### src/rtl/est_pkg.sv
package est_pkg;

   localparam int SLOT_COUNT   = 16;
   localparam int MAX_IDENT    = 255;
   localparam int EVENT_KINDS  = 64;
   localparam int RESULT_LIMIT = 16;

   localparam int OP_W      = 2;
   localparam int EVENT_W   = 6;
   localparam int HANDLER_W = 16;
   localparam int ID_W      = 8;
   localparam int ARG_W     = 32;
   localparam int KIND_W    = 2;

   localparam int SLOT_W      = (SLOT_COUNT > 1) ? $clog2(SLOT_COUNT) : 1;
   localparam int USE_W       = $clog2(SLOT_COUNT + 1);
   localparam int IDENT_CNT_W = $clog2(MAX_IDENT + 1);
   localparam int FIRE_CNT_W  = $clog2(RESULT_LIMIT + 1);
   localparam int EV_CMP_W    = ($clog2(EVENT_KINDS + 1) > EVENT_W) ?
                                $clog2(EVENT_KINDS + 1) : EVENT_W + 1;

   typedef enum logic [OP_W-1:0] {
      OP_ADD      = 2'd0,
      OP_REMOVE   = 2'd1,
      OP_DISPATCH = 2'd2,
      OP_NONE     = 2'd3
   } op_type;

   typedef enum logic [KIND_W-1:0] {
      KIND_ADD     = 2'd0,
      KIND_REMOVE  = 2'd1,
      KIND_FIRE    = 2'd2,
      KIND_NOTHING = 2'd3
   } kind_type;

   typedef struct packed {
      logic                 taken;
      logic [EVENT_W-1:0]   event_code;
      logic [HANDLER_W-1:0] handler;
      logic [ID_W-1:0]      ident;
   } slot_type;

endpackage

### src/rtl/est_if.sv
interface est_req_if;
   import est_pkg::*;

   logic                 valid;
   logic                 ready;
   logic [OP_W-1:0]      operation;
   logic [EVENT_W-1:0]   event_code;
   logic [HANDLER_W-1:0] handler_ref;
   logic [ID_W-1:0]      listener_id;
   logic [ARG_W-1:0]     event_arg;

   modport source (output valid, operation, event_code, handler_ref, listener_id, event_arg,
                   input ready);
   modport sink (input valid, operation, event_code, handler_ref, listener_id, event_arg,
                 output ready);
endinterface

interface est_rsp_if;
   import est_pkg::*;

   logic                 valid;
   logic                 ready;
   logic [KIND_W-1:0]    result_kind;
   logic                 success;
   logic [ID_W-1:0]      assigned_id;
   logic [HANDLER_W-1:0] fire_handler;
   logic [ARG_W-1:0]     fire_arg;
   logic                 last;

   modport source (output valid, result_kind, success, assigned_id, fire_handler, fire_arg,
                   last, input ready);
   modport sink (input valid, result_kind, success, assigned_id, fire_handler, fire_arg,
                 last, output ready);
endinterface

### src/rtl/event_subscription_table.sv
// Event subscription table: a fixed set of subscription slots kept in a ring of cells.
// req channel: one operation per transfer (add, remove by id, dispatch); operation 3
// is taken and dropped without any response.
// rsp channel: add and remove give one response each; a dispatch gives one fire per
// matching handler in slot order (at most 16), or one "matched nothing" response.
// The last flag marks the final response of each request.
// Each accepted request rotates the ring once, one slot past the controller per cycle
// while the scan is not stalled, then posts the final response and returns to idle.
// The response of an add or remove is registered in the done state after the rotation.
// The rotation of the ring sets the rate: one request at a time.
// A stalled rsp holds its output register; a dispatch keeps scanning until a second
// fire finds the output register still full, then the ring pauses.
// Reset (synchronous) frees every slot, closes all slots and sets the next id to one;
// slot contents are only read once written.
module event_subscription_table (
   input logic         clock,
   input logic         reset,
   est_req_if.sink     req,
   est_rsp_if.source   rsp
);
   import est_pkg::*;

   slot_type                chain [SLOT_COUNT];
   slot_type                write_back;
   logic                    shift;
   logic [SLOT_COUNT-1:0]   taken_vec;

   for (genvar k = 0; k < SLOT_COUNT; k++) begin : g_cell
      est_cell u_cell (
         .clock    (clock),
         .reset    (reset),
         .shift    (shift),
         .slot_in  ((k == 0) ? write_back : chain[(k == 0) ? 0 : k - 1]),
         .slot_out (chain[k])
      );
      assign taken_vec[k] = chain[k].taken;
   end

   est_ctrl u_ctrl (
      .clock      (clock),
      .reset      (reset),
      .req        (req),
      .rsp        (rsp),
      .head       (chain[SLOT_COUNT-1]),
      .write_back (write_back),
      .shift      (shift)
   );

   // the ring never turns while a new request can be taken
   a_idle_no_shift : assert property (@(posedge clock) disable iff (reset)
      !(req.ready && shift))
      else $error("ring rotating while idle");

   // a single pass changes at most one slot's taken bit per cycle
   a_taken_step : assert property (@(posedge clock) disable iff (reset)
      1'b1 |=> ($countones(taken_vec) <= $countones($past(taken_vec)) + 1))
      else $error("more than one slot taken in one cycle");

   a_clean_payload : assert property (@(posedge clock) disable iff (reset)
      (rsp.valid && (rsp.result_kind != KIND_FIRE)) |->
      ((rsp.fire_handler == '0) && (rsp.fire_arg == '0)))
      else $error("handler or argument on a non-fire response");

   a_fire_ok : assert property (@(posedge clock) disable iff (reset)
      (rsp.valid && (rsp.result_kind == KIND_FIRE)) |->
      (rsp.success && (rsp.fire_handler != '0)))
      else $error("bad handler fire");

endmodule

### src/rtl/est_cell.sv
module est_cell (
   input  logic              clock,
   input  logic              reset,
   input  logic              shift,
   input  est_pkg::slot_type slot_in,
   output est_pkg::slot_type slot_out
);
   import est_pkg::*;

   logic                 taken_ff;
   logic [EVENT_W-1:0]   event_ff;
   logic [HANDLER_W-1:0] handler_ff;
   logic [ID_W-1:0]      ident_ff;

   always_ff @(posedge clock) begin
      if (reset) begin
         taken_ff <= 1'b0;
      end else if (shift) begin
         taken_ff <= slot_in.taken;
      end
   end

   always_ff @(posedge clock) begin
      if (shift) begin
         event_ff   <= slot_in.event_code;
         handler_ff <= slot_in.handler;
         ident_ff   <= slot_in.ident;
      end
   end

   assign slot_out.taken      = taken_ff;
   assign slot_out.event_code = event_ff;
   assign slot_out.handler    = handler_ff;
   assign slot_out.ident      = ident_ff;

endmodule

### src/rtl/est_ctrl.sv
module est_ctrl (
   input  logic              clock,
   input  logic              reset,
   est_req_if.sink           req,
   est_rsp_if.source         rsp,
   input  est_pkg::slot_type head,
   output est_pkg::slot_type write_back,
   output logic              shift
);
   import est_pkg::*;

   typedef enum logic [2:0] {
      ST_IDLE = 3'b001,
      ST_SCAN = 3'b010,
      ST_DONE = 3'b100
   } state_type;

   state_type               state_ff, state_in;
   logic [SLOT_W-1:0]       idx_ff, idx_in;
   op_type                  op_ff, op_in;
   logic [EVENT_W-1:0]      ev_ff, ev_in;
   logic [HANDLER_W-1:0]    handler_ff, handler_in;
   logic [ID_W-1:0]         rid_ff, rid_in;
   logic [ARG_W-1:0]        arg_ff, arg_in;
   logic [ID_W-1:0]         id_ff, id_in;
   logic                    done_ff, done_in;
   logic [USE_W-1:0]        in_use_ff, in_use_in;
   logic [IDENT_CNT_W-1:0]  next_id_ff, next_id_in;
   logic                    pend_valid_ff, pend_valid_in;
   logic [HANDLER_W-1:0]    pend_handler_ff, pend_handler_in;
   logic [FIRE_CNT_W-1:0]   fire_cnt_ff, fire_cnt_in;

   logic                    rsp_valid_ff, rsp_valid_in;
   logic [KIND_W-1:0]       kind_ff, kind_in;
   logic                    success_ff, success_in;
   logic [ID_W-1:0]         out_id_ff, out_id_in;
   logic [HANDLER_W-1:0]    out_handler_ff, out_handler_in;
   logic [ARG_W-1:0]        out_arg_ff, out_arg_in;
   logic                    last_ff, last_in;

   logic                    out_free;
   logic [USE_W-1:0]        idx_ext;
   logic                    opened;
   logic                    ev_ok;
   logic                    hit_add;
   logic                    hit_rm;
   logic                    match;
   logic                    stall;

   assign out_free = !rsp_valid_ff || rsp.ready;
   assign idx_ext  = USE_W'(idx_ff);
   assign opened   = idx_ext < in_use_ff;
   assign ev_ok    = EV_CMP_W'(ev_ff) < EV_CMP_W'(EVENT_KINDS);

   // first free opened slot, else the next unopened one as it comes round
   assign hit_add = (op_ff == OP_ADD) && !done_ff && ev_ok &&
                    ((opened && !head.taken) || (idx_ext == in_use_ff));
   assign hit_rm  = (op_ff == OP_REMOVE) && !done_ff && (rid_ff != '0) && opened &&
                    head.taken && (head.ident == rid_ff);
   assign match   = (op_ff == OP_DISPATCH) && ev_ok && head.taken &&
                    (head.event_code == ev_ff) && (head.handler != '0) &&
                    (fire_cnt_ff < FIRE_CNT_W'(RESULT_LIMIT));
   // one fire is held back so that last can be set on the final one
   assign stall   = match && pend_valid_ff && !out_free;

   always_comb begin
      state_in        = state_ff;
      idx_in          = idx_ff;
      op_in           = op_ff;
      ev_in           = ev_ff;
      handler_in      = handler_ff;
      rid_in          = rid_ff;
      arg_in          = arg_ff;
      id_in           = id_ff;
      done_in         = done_ff;
      in_use_in       = in_use_ff;
      next_id_in      = next_id_ff;
      pend_valid_in   = pend_valid_ff;
      pend_handler_in = pend_handler_ff;
      fire_cnt_in     = fire_cnt_ff;
      rsp_valid_in    = rsp_valid_ff && !rsp.ready;
      kind_in         = kind_ff;
      success_in      = success_ff;
      out_id_in       = out_id_ff;
      out_handler_in  = out_handler_ff;
      out_arg_in      = out_arg_ff;
      last_in         = last_ff;
      write_back      = head;
      shift           = 1'b0;
      req.ready       = (state_ff == ST_IDLE);

      case (state_ff)
         ST_IDLE: begin
            if (req.valid && (req.operation != OP_NONE)) begin
               op_in         = op_type'(req.operation);
               ev_in         = req.event_code;
               handler_in    = req.handler_ref;
               rid_in        = req.listener_id;
               arg_in        = req.event_arg;
               idx_in        = '0;
               done_in       = 1'b0;
               pend_valid_in = 1'b0;
               fire_cnt_in   = '0;
               if (req.operation == OP_ADD) begin
                  id_in      = ID_W'(next_id_ff);
                  next_id_in = (next_id_ff >= IDENT_CNT_W'(MAX_IDENT)) ?
                               IDENT_CNT_W'(1) : next_id_ff + IDENT_CNT_W'(1);
               end
               state_in = ST_SCAN;
            end
         end
         ST_SCAN: begin
            if (!stall) begin
               shift = 1'b1;
               if (hit_add) begin
                  write_back.taken      = 1'b1;
                  write_back.event_code = ev_ff;
                  write_back.handler    = handler_ff;
                  write_back.ident      = id_ff;
                  done_in               = 1'b1;
                  if (idx_ext == in_use_ff) begin
                     in_use_in = in_use_ff + USE_W'(1);
                  end
               end
               if (hit_rm) begin
                  write_back.taken = 1'b0;
                  done_in          = 1'b1;
               end
               if (match) begin
                  if (pend_valid_ff) begin
                     rsp_valid_in   = 1'b1;
                     kind_in        = KIND_FIRE;
                     success_in     = 1'b1;
                     out_id_in      = '0;
                     out_handler_in = pend_handler_ff;
                     out_arg_in     = arg_ff;
                     last_in        = 1'b0;
                  end
                  pend_valid_in   = 1'b1;
                  pend_handler_in = head.handler;
                  fire_cnt_in     = fire_cnt_ff + FIRE_CNT_W'(1);
               end
               idx_in = idx_ff + SLOT_W'(1);
               if (idx_ff == SLOT_W'(SLOT_COUNT - 1)) begin
                  state_in = ST_DONE;
               end
            end
         end
         ST_DONE: begin
            if (out_free) begin
               rsp_valid_in   = 1'b1;
               last_in        = 1'b1;
               out_id_in      = '0;
               out_handler_in = '0;
               out_arg_in     = '0;
               success_in     = done_ff;
               case (op_ff)
                  OP_ADD: begin
                     kind_in   = KIND_ADD;
                     out_id_in = done_ff ? id_ff : '0;
                  end
                  OP_REMOVE: begin
                     kind_in = KIND_REMOVE;
                  end
                  default: begin
                     if (pend_valid_ff) begin
                        kind_in        = KIND_FIRE;
                        success_in     = 1'b1;
                        out_handler_in = pend_handler_ff;
                        out_arg_in     = arg_ff;
                     end else begin
                        kind_in    = KIND_NOTHING;
                        success_in = 1'b0;
                     end
                  end
               endcase
               state_in = ST_IDLE;
            end
         end
         default: begin
            state_in = ST_IDLE;
         end
      endcase
   end

   always_ff @(posedge clock) begin
      if (reset) begin
         state_ff      <= ST_IDLE;
         in_use_ff     <= '0;
         next_id_ff    <= IDENT_CNT_W'(1);
         rsp_valid_ff  <= 1'b0;
         pend_valid_ff <= 1'b0;
         done_ff       <= 1'b0;
         idx_ff        <= '0;
         fire_cnt_ff   <= '0;
         op_ff         <= OP_NONE;
      end else begin
         state_ff      <= state_in;
         in_use_ff     <= in_use_in;
         next_id_ff    <= next_id_in;
         rsp_valid_ff  <= rsp_valid_in;
         pend_valid_ff <= pend_valid_in;
         done_ff       <= done_in;
         idx_ff        <= idx_in;
         fire_cnt_ff   <= fire_cnt_in;
         op_ff         <= op_in;
      end
   end

   always_ff @(posedge clock) begin
      ev_ff           <= ev_in;
      handler_ff      <= handler_in;
      rid_ff          <= rid_in;
      arg_ff          <= arg_in;
      id_ff           <= id_in;
      pend_handler_ff <= pend_handler_in;
      kind_ff         <= kind_in;
      success_ff      <= success_in;
      out_id_ff       <= out_id_in;
      out_handler_ff  <= out_handler_in;
      out_arg_ff      <= out_arg_in;
      last_ff         <= last_in;
   end

   assign rsp.valid        = rsp_valid_ff;
   assign rsp.result_kind  = kind_ff;
   assign rsp.success      = success_ff;
   assign rsp.assigned_id  = out_id_ff;
   assign rsp.fire_handler = out_handler_ff;
   assign rsp.fire_arg     = out_arg_ff;
   assign rsp.last         = last_ff;

endmodule
### src/flat_wrapper.sv
// flat-port wrapper written by rule: the top's interface ports become plain ports
module event_subscription_table_flat import est_pkg::*;
  (clock, reset, req_valid, req_operation, req_event_code, req_handler_ref, req_listener_id, req_event_arg, req_ready, rsp_valid, rsp_result_kind, rsp_success, rsp_assigned_id, rsp_fire_handler, rsp_fire_arg, rsp_last, rsp_ready);
  est_req_if req_i ();
  est_rsp_if rsp_i ();
  input logic clock;
  input logic reset;
  input wire logic [$bits(req_i.valid)-1:0] req_valid;
  input wire logic [$bits(req_i.operation)-1:0] req_operation;
  input wire logic [$bits(req_i.event_code)-1:0] req_event_code;
  input wire logic [$bits(req_i.handler_ref)-1:0] req_handler_ref;
  input wire logic [$bits(req_i.listener_id)-1:0] req_listener_id;
  input wire logic [$bits(req_i.event_arg)-1:0] req_event_arg;
  output wire logic [$bits(req_i.ready)-1:0] req_ready;
  output wire logic [$bits(rsp_i.valid)-1:0] rsp_valid;
  output wire logic [$bits(rsp_i.result_kind)-1:0] rsp_result_kind;
  output wire logic [$bits(rsp_i.success)-1:0] rsp_success;
  output wire logic [$bits(rsp_i.assigned_id)-1:0] rsp_assigned_id;
  output wire logic [$bits(rsp_i.fire_handler)-1:0] rsp_fire_handler;
  output wire logic [$bits(rsp_i.fire_arg)-1:0] rsp_fire_arg;
  output wire logic [$bits(rsp_i.last)-1:0] rsp_last;
  input wire logic [$bits(rsp_i.ready)-1:0] rsp_ready;
  assign req_i.valid = req_valid;
  assign req_i.operation = req_operation;
  assign req_i.event_code = req_event_code;
  assign req_i.handler_ref = req_handler_ref;
  assign req_i.listener_id = req_listener_id;
  assign req_i.event_arg = req_event_arg;
  assign req_ready = req_i.ready;
  assign rsp_valid = rsp_i.valid;
  assign rsp_result_kind = rsp_i.result_kind;
  assign rsp_success = rsp_i.success;
  assign rsp_assigned_id = rsp_i.assigned_id;
  assign rsp_fire_handler = rsp_i.fire_handler;
  assign rsp_fire_arg = rsp_i.fire_arg;
  assign rsp_last = rsp_i.last;
  assign rsp_i.ready = rsp_ready;
  event_subscription_table u_core (.clock(clock), .reset(reset), .req(req_i), .rsp(rsp_i));
endmodule
### config.mk
export PLATFORM = sky130hd
export DESIGN_NAME = event_subscription_table_flat
export DESIGN_NICKNAME = d
export VERILOG_FILES = /design/src/rtl/est_pkg.sv /design/src/rtl/est_if.sv /design/src/rtl/event_subscription_table.sv /design/src/rtl/est_cell.sv /design/src/rtl/est_ctrl.sv /design/src/flat_wrapper.sv
export SDC_FILE = /design/constraint.sdc
export NUM_CORES = 1
export LEC_CHECK = 0
export ABC_AREA = 1
export BUFFER_PORTS_ARGS = -buffer_cell sky130_fd_sc_hd__buf_2
export CAP_MARGIN = 20
export CORE_UTILIZATION = 50
export CTS_CLUSTER_SIZE = 28
export DETAILED_ROUTE_END_ITERATION = 6
export PLACE_DENSITY = 0.74
export SLEW_MARGIN = 15
export SYNTH_ARGS = -nofsm -noshare
export SYNTH_HDL_FRONTEND = slang
export SYNTH_HIERARCHICAL = 1
export SYNTH_SLANG_ARGS = --single-unit
### constraint.sdc
create_clock -name clock -period 30.8 [get_ports clock]
set_clock_uncertainty 0.1 [all_clocks]
set_input_delay 3.08 -clock clock [delete_from_list [all_inputs] [get_ports clock]]
set_output_delay 3.08 -clock clock [all_outputs]
set_load 0.05 [all_outputs]
==> results.yml <==
timing:
  grt_setup_unrepaired: "no"
  fin_setup_tns_ns: 0
  period_minus_slack_ns: 5.177
  whs_ns: 0.3023
  hold_violations: 0
  worst_pin_slew_ns: 1.042
  timing.final.max_slew_violations: 0
  finalSetupViolCount: 0
  relSlewSlack_pct: 30.51
  finalCritPeriodShare_pct: 16.81
  max_freq_mhz: 193.2
final_layout:
  final_cell_mix: "626 x edfxtp_1, 178 x nand2_1, 163 x inv_1"
  instances_no_fill: 2124
  synthToLayoutAreaGrowth_pct: 14.41
  drive_above_1_share_pct: 16.79
  fin_util_pct: 58.25
  fin_nets: 1556
  multi_input_area_um2: 2107
  fillers: 3139
  regArea_um2: 19720
  layout_commonest_cell: "edfxtp_1"
floorplan:
  dieWidth_um: 214.7
  start_util_pct: 50.91
  fp.dieH_um: 214.7
  rows: 77
  boundaryPins: 130
  core_um2: 44410
  die_area_um2: 46080
synth:
  synth_compound_area_share_pct: 1.328
  synth_area_per_cell_um2: 17.24
  synth_cell_types: 33
  synth.area.mux_share_pct: 0
  synthesis.nets: 1388
  synth_top_family_by_area: "simple AND/OR/NAND/NOR gates"
  synth-xor-area-share_pct: 0.4648
  synth-edff-count: 626
  ys.warnings.count: 6
  syn-cell-area_um2: 22610
  synthAdderAreaFrac_pct: 0.4426
  synth_ff_type: "edfxtp_1"
  netlist_instances: 1312
  yosys_register_bits: 672
  yosysSeqAreaShare_pct: 87.20
  synth-async-reset-ratio_pct: 0
  synthSimpleGateAreaFrac_pct: 7.038
global_route:
  overflow: 0
  antenna_found_initial: 1
  grt_max_degree: 193
  grt_pass1_vias: 9957
  grt.total_usage_pct: 15.47
  grt_pass1_wl_mm: 54.68
pwr:
  seqPwrFrac_pct: 56.4
  p_switching_w: 0.0003972
  clockPowerShare_pct: 38.7
  power.share.switching_pct: 21.14
  leakage_nw: 9.161
  power_density_nw_per_um2: 72.63
  power_w: 0.001879
  p_int_w: 0.001482
  combPwrFrac_pct: 4.9
  peakVddDrop_uv: 48.07
cts:
  ctsResizeCount: 0
  cts_tree: "built"
  clock-sinks: 672
  clk_pin_slew_ns: 0.06
  cts_root_buf: "clkbuf_16"
  clock_insertion_delay_worst_skew_ns: 0.61
  cts_inserted_buffers: 60
  hold_buffers: 0
  postCtsSetupBuffers: 0
  htree_levels: 2
  clk_path_buf_depth: 3
hold_path:
  holdCritPathClass: "register to register"
worst_setup_path:
  slowest_stage: "buf_4"
  critPathMostFrequentCell: "nand2_1"
  crit_type: "input port to register"
  cp-end-kind: "register"
  worstPathRequired_ns: 30.93
  path_cells: "buf_2 -> nor2_1 -> nand2_1 -> nand2_1 -> inv_8 -> buf_4"
  critPathArrivalTime_ns: 5.30
  crit_family: "buffers and inverters"
  worst-path-max-fanout: 146
  cp-start-kind: "input port"
  crit_buf_inv: 3
  max_stage_delay_ns: 0.93
detailed_routing:
  routedWlPerCell_um: 16.50
  post_drt_via_cell_ratio: 4.857
  dr.pass1.iters: 6
  drcViolationCount: 0
  num_vias: 10320
  drtIter0Drc: 936
  wirelength_mm: 35.04
  ant_nets: 0
placement:
  port_buffers: 129
  dp_hpwl_mm: 20.73
  place_congestion: 0.8457
  post-place-cells: 2009
run_status:
  status: "complete, no violations"
job:
  maxCapViolCount: 0
==> flip-flops by register name, summed over array words and instances (netlist names), 4 cells and up <==
signal / flops
u_core/u_ctrl/idx_ff: 4
u_core/u_ctrl/pend_handler_ff: 16
u_core/u_ctrl/handler_ff: 16
u_core/u_ctrl/fire_cnt_ff: 5
u_core/u_ctrl/next_id_ff: 8
u_core/g_cell.u_cell/handler_ff: 256
u_core/u_ctrl/in_use_ff: 5
u_core/u_ctrl/ev_ff: 6
u_core/u_ctrl/rid_ff: 8
u_core/u_ctrl/rsp.assigned_id: 8
u_core/u_ctrl/rsp.fire_handler: 16
u_core/g_cell.u_cell/ident_ff: 128
u_core/g_cell.u_cell/taken_ff: 16
u_core/u_ctrl/arg_ff: 32
u_core/g_cell.u_cell/event_ff: 96
u_core/u_ctrl/rsp.fire_arg: 32
u_core/u_ctrl/id_ff: 8
==> routing by layer <==
metal | vias to the layer above | global-route usage (%) | routed length [µm]
met1 | 5058 | 22.18 | 16020
met3 | 61 | 3.475 | 1841
met2 | 274 | 23.91 | 16400
li1 | 4923 | - | -
met5 | - | 0 | 0
met4 | 0 | 4.595 | 776
==> cell usage after synthesis, types with 2 or more instances <==
master / count / area (µm²)
o21ai_0: 28 / 140.1
buf_2: 4 / 20.02
nor2_2: 17 / 106.4
xnor2_1: 9 / 78.83
inv_1: 164 / 615.6
ha_1: 8 / 100.1
buf_4: 16 / 120.1
edfxtp_1: 626 / 18800
nand4_1: 16 / 100.1
nor2_1: 121 / 454.2
a21oi_1: 14 / 70.07
o211ai_1: 3 / 22.52
nand2_1: 179 / 671.9
nor3b_1: 2 / 15.01
o21a_1: 2 / 15.01
clkbuf_1: 7 / 26.28
nor3_1: 3 / 15.01
xor2_1: 3 / 26.28
nor3_2: 3 / 30.03
buf_1: 3 / 11.26
dfxtp_1: 46 / 920.9
nand3_1: 23 / 115.1
nand3_2: 5 / 50.05
==> power groups by stage <==
stage	combinational, W	clock (W)	sequential, W
4_1_cts	0.0000920	0.000748	0.00106
6_report	0.0000922	0.000727	0.00106
5_1_grt	0.000102	0.000783	0.00106
3_5_place_dp	0.0000916	0	0.00108
2_1_floorplan	0.0000579	0	0.00110
3_3_place_gp	0.0000874	0	0.00108
==> worst reg2reg max path, cell delays in order, from the launching register on <==
cell	delay, ns
edfxtp_1	0.45
nor2_1	0.16
nand2_1	0.06
nor2_1	0.16
nand2_1	0.20
nand3_1	0.29
nor2_2	0.09
nand2_1	0.07
nand2_1	0.14
inv_8	0.63
buf_4	1.10
==> stage by stage <==
step           area [µm²]  setup slack (ns)
3_3_place_gp        23900             25.05
6_report            25870             25.62
4_1_cts             25840             25.66
2_1_floorplan       22610             16.09
5_1_grt             25870             25.50
3_5_place_dp        23900             24.98
==> path summary, 6_finish.rpt <==
check / slack [ns] / cells after the start / to / from
worst min register to register: 0.30 / 0 / u_core/g_cell[2].u_cell/event_ff[3] / u_core/g_cell[1].u_cell/event_ff[3]
worst max-delay path: 25.62 / 6 / u_core/g_cell[6].u_cell/handler_ff[4] / rsp_ready
worst min-delay path: 0.30 / 0 / u_core/g_cell[2].u_cell/event_ff[3] / u_core/g_cell[1].u_cell/event_ff[3]
worst max register to register: 26.93 / 10 / u_core/g_cell[6].u_cell/handler_ff[4] / u_core/g_cell[15].u_cell/handler_ff[14]
==> layout make-up <==
class                      instances  area share [%]
clock inverter                    36           1.393
inverter                         165           2.423
antenna                            1        0.009672
multi-input combinational        445           8.144
clock buffer                      77           6.127
tap                              592           2.863
timing repair buffer             136           2.824
sequential                       672           76.22
==> logic make-up (layout without fill, tap and decap cells) <==
group | after synthesis | in the layout
flops | 672 | 672
simple gates | 372 | 372
buf+inv | 195 | 414
compound gates | 53 | 53
xor+xnor | 12 | 12
fa+ha+maj | 8 | 8
other cells | 0 | 1
No activity file was read; power rests on OpenSTA's default activity.
